[src/hw/rtl/cac_pkg.sv]
// shared types and constants for the card access controller
package cac_pkg;

  localparam int TableEntries = 16;
  localparam int CntW = $clog2(TableEntries + 1);

  // item kinds
  localparam logic [1:0] KIND_ADD = 2'd0;
  localparam logic [1:0] KIND_REMOVE = 2'd1;
  localparam logic [1:0] KIND_PRESENT = 2'd2;
  localparam logic [1:0] KIND_TICK = 2'd3;

  // result status codes
  localparam logic [2:0] ST_ADDED = 3'd0;
  localparam logic [2:0] ST_DUPLICATE = 3'd1;
  localparam logic [2:0] ST_FULL = 3'd2;
  localparam logic [2:0] ST_REMOVED = 3'd3;
  localparam logic [2:0] ST_NOT_FOUND = 3'd4;
  localparam logic [2:0] ST_GRANTED = 3'd5;
  localparam logic [2:0] ST_DENIED = 3'd6;
  localparam logic [2:0] ST_TICK = 3'd7;

  // display actions
  localparam logic [1:0] ACT_NONE = 2'd0;
  localparam logic [1:0] ACT_HOLDER = 2'd1;
  localparam logic [1:0] ACT_DENIED = 2'd2;
  localparam logic [1:0] ACT_CLEAR = 2'd3;

  // message kinds
  localparam logic [1:0] MSG_NONE = 2'd0;
  localparam logic [1:0] MSG_HOLDER = 2'd1;
  localparam logic [1:0] MSG_DENIED = 2'd2;

  // configuration register indexes
  localparam logic [0:0] REG_DOOR = 1'd0;
  localparam logic [0:0] REG_MESSAGE = 1'd1;

  // search token passed along the cell row
  typedef struct packed {
    logic        busy;
    logic        found;
    logic [15:0] holder;
    logic        free_seen;
  } cac_token_t;

  // command broadcast to every cell
  typedef struct packed {
    logic        start;
    logic        add;
    logic        remove;
    logic [63:0] lo;
    logic [15:0] hi;
    logic [3:0]  len;
    logic [15:0] tag;
  } cac_cmd_t;

endpackage

[src/hw/rtl/cac_cell.sv]
// one whitelist slot: compares its id when the token arrives, passes it on
module cac_cell (
  input  logic              clk,
  input  logic              rst,
  input  cac_pkg::cac_cmd_t cmd,
  input  cac_pkg::cac_token_t tok_in,
  output cac_pkg::cac_token_t tok_out
);

  logic        valid;
  logic [63:0] id_lo;
  logic [15:0] id_hi;
  logic [3:0]  id_len;
  logic [15:0] holder;
  logic        hit;
  logic        take;

  assign hit = valid && id_len == cmd.len && id_lo == cmd.lo && id_hi == cmd.hi;
  // first free slot takes an add; duplicate check finishes at the row end
  assign take = tok_in.busy && cmd.add && !valid && !tok_in.free_seen;

  // slot storage
  always_ff @(posedge clk) begin
    if (rst) begin
      valid <= 1'b0;
    end else if (tok_in.busy && cmd.remove && hit && !tok_in.found) begin
      valid <= 1'b0;
    end else if (take) begin
      valid <= 1'b1;
    end
    if (take) begin
      id_lo <= cmd.lo;
      id_hi <= cmd.hi;
      id_len <= cmd.len;
      holder <= cmd.tag;
    end
  end

  // token register toward the next cell
  always_ff @(posedge clk) begin
    if (rst) begin
      tok_out <= '0;
    end else begin
      tok_out.busy <= tok_in.busy;
      tok_out.found <= tok_in.found || (tok_in.busy && hit);
      tok_out.holder <= (tok_in.busy && hit && !tok_in.found) ? holder : tok_in.holder;
      tok_out.free_seen <= tok_in.free_seen || (tok_in.busy && !valid);
    end
  end

endmodule

[src/hw/rtl/cac_row.sv]
// row of whitelist cells that a search token walks one cell per cycle
module cac_row (
  input  logic              clk,
  input  logic              rst,
  input  cac_pkg::cac_cmd_t cmd,
  output cac_pkg::cac_token_t result
);

  cac_pkg::cac_token_t chain [cac_pkg::TableEntries+1];
  cac_pkg::cac_cmd_t   ccmd;

  // add is only armed when the id is not already present (pre-checked)
  always_comb begin
    chain[0] = '0;
    chain[0].busy = cmd.start;
    ccmd = cmd;
  end

  for (genvar g = 0; g < cac_pkg::TableEntries; g++) begin : g_cell
    cac_cell u_cell (
      .clk(clk), .rst(rst), .cmd(ccmd),
      .tok_in(chain[g]), .tok_out(chain[g+1])
    );
  end

  assign result = chain[cac_pkg::TableEntries];

endmodule

[src/hw/rtl/card_access_controller_core.sv]
// top level of the card access controller
// Usage: requests enter on s_axis (tdata packs kind, uid_low, uid_high,
// uid_length, holder_tag from bit 0 up). One result per request leaves on
// m_axis (tdata packs status, door_unlocked, display_action, shown_holder).
// Configuration writes (index 0 door seconds, 1 message seconds) use the
// cfg channel and are taken at any time; they should be made while idle.
// Table requests walk a token through the 16-cell row, one cell a cycle:
// a lookup pass, then for an add or remove that changes the table an
// update pass. A tick skips the row; its result is registered from idle.
// One request is in flight at a time. The result is held in an output
// register until m_axis_tready; a new request is taken only after the
// previous result leaves, so a stalled receiver stalls the input.
// Reset empties the table, closes the door and clears the display, and
// restores door 2 and message 3 seconds.
module card_access_controller_core (
  input  logic        clk,
  input  logic        rst,
  input  logic        s_axis_tvalid,
  output logic        s_axis_tready,
  // kind[1:0] uid_low[65:2] uid_high[81:66] uid_length[85:82] holder_tag[101:86]
  input  logic [103:0] s_axis_tdata,
  output logic        m_axis_tvalid,
  input  logic        m_axis_tready,
  // status[2:0] door_unlocked[3] display_action[5:4] shown_holder[21:6]
  output logic [23:0] m_axis_tdata,
  input  logic        cfg_valid,
  output logic        cfg_ready,
  input  logic        cfg_index,
  input  logic [7:0]  cfg_data
);

  localparam logic [1:0] S_IDLE = 2'd0;
  localparam logic [1:0] S_LOOK = 2'd1;
  localparam logic [1:0] S_UPD = 2'd2;
  localparam logic [1:0] S_OUT = 2'd3;

  logic [1:0]  state;
  logic [7:0]  door_cfg, msg_cfg;
  logic [1:0]  kind;
  logic [63:0] lo;
  logic [15:0] hi;
  logic [3:0]  len;
  logic [15:0] tag;
  logic        door_held;
  logic [7:0]  door_el, msg_el;
  logic [1:0]  msg_kind;
  logic [15:0] cur_holder;
  logic        last_granted;
  logic [2:0]  o_status;
  logic [1:0]  o_action;
  logic [15:0] o_shown;
  logic        ovalid;

  cac_pkg::cac_cmd_t   cmd;
  cac_pkg::cac_token_t res;

  logic [3:0]  in_len_c;
  logic [63:0] lo_mask;
  logic [15:0] hi_mask;
  logic [7:0]  door_inc, msg_inc;

  // length clamp and byte masks of the incoming id
  always_comb begin
    in_len_c = (s_axis_tdata[85:82] > 4'd10) ? 4'd10 : s_axis_tdata[85:82];
    lo_mask = '0;
    for (int b = 0; b < 8; b++) begin
      if (4'(b) < in_len_c) lo_mask[b*8 +: 8] = 8'hFF;
    end
    hi_mask = {(in_len_c > 4'd9) ? 8'hFF : 8'h00, (in_len_c > 4'd8) ? 8'hFF : 8'h00};
  end

  assign s_axis_tready = (state == S_IDLE);
  assign cfg_ready = 1'b1;
  assign m_axis_tvalid = ovalid;
  assign m_axis_tdata = {2'b0, o_shown, o_action, door_held, o_status};

  // cell row commands; the row result returns a fixed delay after start
  logic [cac_pkg::CntW:0] wait_cnt;
  always_comb begin
    cmd.lo = lo;
    cmd.hi = hi;
    cmd.len = len;
    cmd.tag = tag;
    cmd.start = 1'b0;
    cmd.add = 1'b0;
    cmd.remove = 1'b0;
    if (state == S_LOOK && wait_cnt == '0) cmd.start = 1'b1;
    // the update kind stays armed while the token walks the row
    if (state == S_UPD) begin
      if (wait_cnt == '0) cmd.start = 1'b1;
      cmd.add = (kind == cac_pkg::KIND_ADD);
      cmd.remove = (kind == cac_pkg::KIND_REMOVE);
    end
  end

  cac_row u_row (.clk(clk), .rst(rst), .cmd(cmd), .result(res));

  assign door_inc = (door_el == 8'hFF) ? door_el : door_el + 8'd1;
  assign msg_inc = (msg_el == 8'hFF) ? msg_el : msg_el + 8'd1;

  // configuration registers
  always_ff @(posedge clk) begin
    if (rst) begin
      door_cfg <= 8'd2;
      msg_cfg <= 8'd3;
    end else if (cfg_valid) begin
      case (cfg_index)
        cac_pkg::REG_DOOR: door_cfg <= cfg_data;
        cac_pkg::REG_MESSAGE: msg_cfg <= cfg_data;
        default: ;
      endcase
    end
  end

  // request sequencer
  always_ff @(posedge clk) begin
    if (rst) begin
      state <= S_IDLE;
      ovalid <= 1'b0;
      wait_cnt <= '0;
      door_held <= 1'b0;
      door_el <= '0;
      msg_kind <= cac_pkg::MSG_NONE;
      msg_el <= '0;
      cur_holder <= '0;
      last_granted <= 1'b0;
    end else begin
      case (state)
        S_IDLE: begin
          if (s_axis_tvalid) begin
            kind <= s_axis_tdata[1:0];
            lo <= s_axis_tdata[65:2] & lo_mask;
            hi <= s_axis_tdata[81:66] & hi_mask;
            len <= in_len_c;
            tag <= s_axis_tdata[101:86];
            wait_cnt <= '0;
            o_action <= cac_pkg::ACT_NONE;
            o_shown <= '0;
            if (s_axis_tdata[1:0] == cac_pkg::KIND_TICK) begin
              o_status <= cac_pkg::ST_TICK;
              if (door_held) begin
                if (door_inc > door_cfg) begin
                  door_held <= 1'b0;
                  door_el <= '0;
                end else begin
                  door_el <= door_inc;
                end
              end
              if (msg_kind != cac_pkg::MSG_NONE) begin
                if (msg_inc > msg_cfg) begin
                  msg_kind <= cac_pkg::MSG_NONE;
                  msg_el <= '0;
                  o_action <= cac_pkg::ACT_CLEAR;
                end else begin
                  msg_el <= msg_inc;
                end
              end
              state <= S_OUT;
              ovalid <= 1'b1;
            end else begin
              state <= S_LOOK;
            end
          end
        end
        S_LOOK: begin
          wait_cnt <= wait_cnt + 1'b1;
          if (wait_cnt == (cac_pkg::CntW+1)'(cac_pkg::TableEntries)) begin
            wait_cnt <= '0;
            case (kind)
              cac_pkg::KIND_ADD: begin
                if (res.found) begin
                  o_status <= cac_pkg::ST_DUPLICATE;
                  state <= S_OUT;
                  ovalid <= 1'b1;
                end else if (res.free_seen) begin
                  o_status <= cac_pkg::ST_ADDED;
                  state <= S_UPD;
                end else begin
                  o_status <= cac_pkg::ST_FULL;
                  state <= S_OUT;
                  ovalid <= 1'b1;
                end
              end
              cac_pkg::KIND_REMOVE: begin
                if (res.found) begin
                  o_status <= cac_pkg::ST_REMOVED;
                  state <= S_UPD;
                end else begin
                  o_status <= cac_pkg::ST_NOT_FOUND;
                  state <= S_OUT;
                  ovalid <= 1'b1;
                end
              end
              default: begin
                if (res.found) begin
                  o_status <= cac_pkg::ST_GRANTED;
                  door_held <= 1'b1;
                  door_el <= '0;
                  if (!last_granted || msg_kind != cac_pkg::MSG_HOLDER ||
                      cur_holder != res.holder) begin
                    msg_kind <= cac_pkg::MSG_HOLDER;
                    msg_el <= '0;
                    cur_holder <= res.holder;
                    o_action <= cac_pkg::ACT_HOLDER;
                    o_shown <= res.holder;
                  end
                  last_granted <= 1'b1;
                end else begin
                  o_status <= cac_pkg::ST_DENIED;
                  door_held <= 1'b0;
                  if (msg_kind != cac_pkg::MSG_DENIED) begin
                    msg_kind <= cac_pkg::MSG_DENIED;
                    msg_el <= '0;
                    o_action <= cac_pkg::ACT_DENIED;
                  end
                  last_granted <= 1'b0;
                end
                state <= S_OUT;
                ovalid <= 1'b1;
              end
            endcase
          end
        end
        S_UPD: begin
          wait_cnt <= wait_cnt + 1'b1;
          if (wait_cnt == (cac_pkg::CntW+1)'(cac_pkg::TableEntries)) begin
            wait_cnt <= '0;
            state <= S_OUT;
            ovalid <= 1'b1;
          end
        end
        default: begin
          if (m_axis_tready) begin
            ovalid <= 1'b0;
            state <= S_IDLE;
          end
        end
      endcase
    end
  end

`ifndef NO_ASSERTIONS
  // a result is offered only in the output state
  a_out_state: assert property (@(posedge clk) disable iff (rst)
    m_axis_tvalid |-> state == S_OUT) else $error("result outside output state");
  // no request accepted while a result waits
  a_no_overlap: assert property (@(posedge clk) disable iff (rst)
    m_axis_tvalid |-> !s_axis_tready) else $error("request taken with result pending");
  // a held result does not change
  a_hold: assert property (@(posedge clk) disable iff (rst)
    m_axis_tvalid && !m_axis_tready |=> $stable(m_axis_tdata))
    else $error("result changed while stalled");
`endif

endmodule

[config.mk]
export PLATFORM = sky130hd
export DESIGN_NAME = card_access_controller_core
export DESIGN_NICKNAME = d
export VERILOG_FILES = /design/src/hw/rtl/cac_pkg.sv /design/src/hw/rtl/cac_cell.sv /design/src/hw/rtl/cac_row.sv /design/src/hw/rtl/card_access_controller_core.sv
export SDC_FILE = /design/constraint.sdc
export NUM_CORES = 2
export LEC_CHECK = 0
export ABC_AREA = 1
export BUFFER_PORTS_ARGS = -buffer_cell sky130_fd_sc_hd__buf_2
export CAP_MARGIN = 10
export CORE_UTILIZATION = 40
export DETAILED_ROUTE_END_ITERATION = 10
export PLACE_DENSITY = 0.53
export SKIP_LAST_GASP = 1
export SYNTH_ARGS = -nofsm -noshare
export SYNTH_HDL_FRONTEND = slang
export SYNTH_HIERARCHICAL = 1
export SYNTH_SLANG_ARGS = --single-unit
[constraint.sdc]
create_clock -name clk -period 12.9 [get_ports clk]
set_input_delay 0.645 -clock clk [delete_from_list [all_inputs] [get_ports clk]]
set_output_delay 0.645 -clock clk [all_outputs]
set_load 0.01 [all_outputs]
==> impl_metrics.env <==
export IMPL_synthCells=13400
export IMPL_netSwitchingPower_uw=4830
export IMPL_grt_pass1_vias=76904
export IMPL_utilization=0.457
export IMPL_clock_sinks=2103
export IMPL_tightest_slew_ns=1.18
export IMPL_ctsHoldBuffers=73
export IMPL_ant_nets=0
export IMPL_layout_drive_gt1_share=0.0632
export IMPL_post_cts_buffers=0
export IMPL_setup_viol=0
export IMPL_drtPass1Iterations=8
export IMPL_rows=189
export IMPL_clock_latency_ns=0.91
export IMPL_pin_count=145
export IMPL_core_sq_um=265000
export IMPL_multi_input_area_sq_um=36800
export IMPL_status="finished, final reports clean"
export IMPL_critPathCaptureType="flip-flop"
export IMPL_drt_vias_per_instance=4.71
export IMPL_area_delta_synth_final_pct=13.8
export IMPL_crit_fanout=52
export IMPL_peakVddDrop_mv=0.146
export IMPL_rrSetupSlack_ns=8.78
export IMPL_start_util=0.402
export IMPL_grt_overflow=0
export IMPL_powerDensity_nw_per_um2=140
export IMPL_avgSynthCellArea_sq_um=7.94
export IMPL_cts_tree="yes"
export IMPL_slew_headroom=0.215
export IMPL_antenna_found_initial=20
export IMPL_required_ns=13.37
export IMPL_skew_ns=0.0838
export IMPL_worstHoldPathType="in2reg"
export IMPL_wirelength_um=362000
export IMPL_grt_max_degree=85
export IMPL_first_iter_violations=8785
export IMPL_path_class="reg2reg"
export IMPL_cts_buffers=234
export IMPL_wl_per_cell_um=20.5
export IMPL_port_buffers=139
export IMPL_vias=83266
export IMPL_cts_htree_levels=4
export IMPL_post_route_period_util=0.320
export IMPL_finalHoldViolCount=0
export IMPL_dieArea_sq_um=268000
export IMPL_gp_congestion=0.908
export IMPL_clkPwrFrac=0.405
export IMPL_clk_pin_slew_ns=0.06
export IMPL_rsz0062_at_grt="no"
export IMPL_cts_path_max_buffers=3
export IMPL_swShare=0.286
export IMPL_root_buffer="clkbuf_16"
export IMPL_die_x_um=518
export IMPL_max_cap_viol_count=0
export IMPL_drc=0
export IMPL_track_usage=0.266
export IMPL_min_from="s_axis_tdata[68]"
export IMPL_final_net_count=14083
export IMPL_fin_tns_setup_ns=0
export IMPL_yosysWarnings=6
export IMPL_p_comb_frac=0.144
export IMPL_seqPwrFrac=0.451
export IMPL_leakagePower_uw=0.0573
export IMPL_critPathArrivalTime_ns=4.59
export IMPL_fmax_mhz=242
export IMPL_cts_resized=0
export IMPL_intPower_uw=12100
export IMPL_r2r_end="u_row/g_cell[0].u_cell/id_lo[39]$_DFFE_PP_"
export IMPL_r2r_start="state[1]$_SDFFE_PP0P_"
export IMPL_hpwl_um=234000
export IMPL_syn_area_sq_um=106000
export IMPL_final_min_clock_period_ns=4.12
export IMPL_fill_cells=26239
export IMPL_grt_pass1_wl_um=519000
export IMPL_register_area_sq_um=59300
export IMPL_dieHeight_um=518
export IMPL_r2r_cells=11
export IMPL_drv_slew=0
export IMPL_whs_endpoint="hi[2]$_DFFE_PP_"
export IMPL_start_kind="flip-flop"
export IMPL_holdPathStages=3
[worst max-delay path by stage]
stage	depth (start not counted)	end	startpoint	slack, ns
global placement	11	u_row/g_cell[0].u_cell/id_lo[38]$_DFFE_PP_	state[1]$_SDFFE_PP0P_	8.84
floorplan	8	u_row/g_cell[0].u_cell/valid$_SDFFE_PP0P_	state[0]$_SDFFE_PP0P_	6.50
CTS	11	u_row/g_cell[0].u_cell/id_hi[11]$_DFFE_PP_	state[1]$_SDFFE_PP0P_	8.73
finish	11	u_row/g_cell[0].u_cell/id_lo[39]$_DFFE_PP_	state[1]$_SDFFE_PP0P_	8.78
global route	11	u_row/g_cell[0].u_cell/id_lo[39]$_DFFE_PP_	state[1]$_SDFFE_PP0P_	8.53
detailed placement	11	u_row/g_cell[0].u_cell/id_lo[38]$_DFFE_PP_	state[1]$_SDFFE_PP0P_	8.80
[state kept, by name, indices dropped and copies added (netlist names), 6 cells and up]
signal	count
u_row/g_cell.u_cell/tok_out	303
door_el	8
u_row/g_cell.u_cell/valid	16
tag	16
u_row/g_cell.u_cell/id_lo	1024
lo	64
u_row/g_cell.u_cell/holder	256
u_row/g_cell.u_cell/id_len	64
door_cfg	8
msg_el	8
cur_holder	16
wait_cnt	6
msg_cfg	8
hi	16
u_row/g_cell.u_cell/id_hi	256
o_shown	16
[area by class of cell]
| class | count | area share |
|---|---|---|
| tap | 3533 | 0.0365 |
| timing repair buffer | 388 | 0.0227 |
| clock buffer | 318 | 0.0537 |
| inverter | 2628 | 0.0815 |
| sequential | 2103 | 0.490 |
| multi-input combinational | 8585 | 0.304 |
| clock inverter | 123 | 0.0112 |
| antenna | 6 | 0.000124 |
[per-layer routing]
| metal | GRT usage | part of all wire |
|---|---|---|
| met1 | 0.362 | 0.44 |
| met2 | 0.433 | 0.45 |
| met3 | 0.0340 | 0.070 |
| met4 | 0.0963 | 0.038 |
| met5 | 0 | 0 |
[cell usage in the layout (no fill, tap or decap), types with 22 or more instances in the layout]
cell	count
buf_2	138
and2_1	32
clkbuf_1	55
o21ai_0	123
clkinv_1	74
inv_2	25
nor2_2	97
inv_1	2567
dfxtp_1	380
nand3b_1	49
ha_1	25
nor2_4	35
xor2_1	156
clkbuf_16	238
buf_4	177
clkinv_2	43
dlygate4sd3_1	73
nor2_1	2511
nand3_1	116
clkbuf_8	25
xnor2_1	196
nand4_1	337
nand2_1	4622
edfxtp_1	1723
conb_1	22
a21oi_1	120
[power by group through the flow]
stage,Combinational (uW),Sequential (uW),Clock [uW]
after global routing,2630,7640,7240
after CTS,2410,7630,6980
after global placement,2370,7770,0
final,2430,7620,6850
after detailed placement,2380,7770,0
after floorplan,1140,7970,0
[per-stage QoR]
step,power (uW),setup WS [ns],cells,hold WS [ns],cell area (sq um)
after floorplan,9110,6.50,13419,0.416,107000
after global placement,10100,8.84,17164,0.430,112000
after detailed placement,10200,8.80,17164,0.428,112000
after CTS,17000,8.73,17678,0.00122,121000
after global routing,17500,8.53,17680,0.0303,121000
final,16900,8.78,17684,0.0550,121000
[worst max-delay path, stage by stage, from the launching register on]
cell and delay [ns]:
dfxtp_1 0.34, inv_1 0.11, ha_1 0.15, buf_4 0.32, inv_2 0.22, a21oi_1 0.20, buf_4 0.24, inv_1 0.08
or2_2 0.32, nor2_4 0.49, buf_4 0.51, buf_4 0.68
Power figures use the tool's default switching activity.
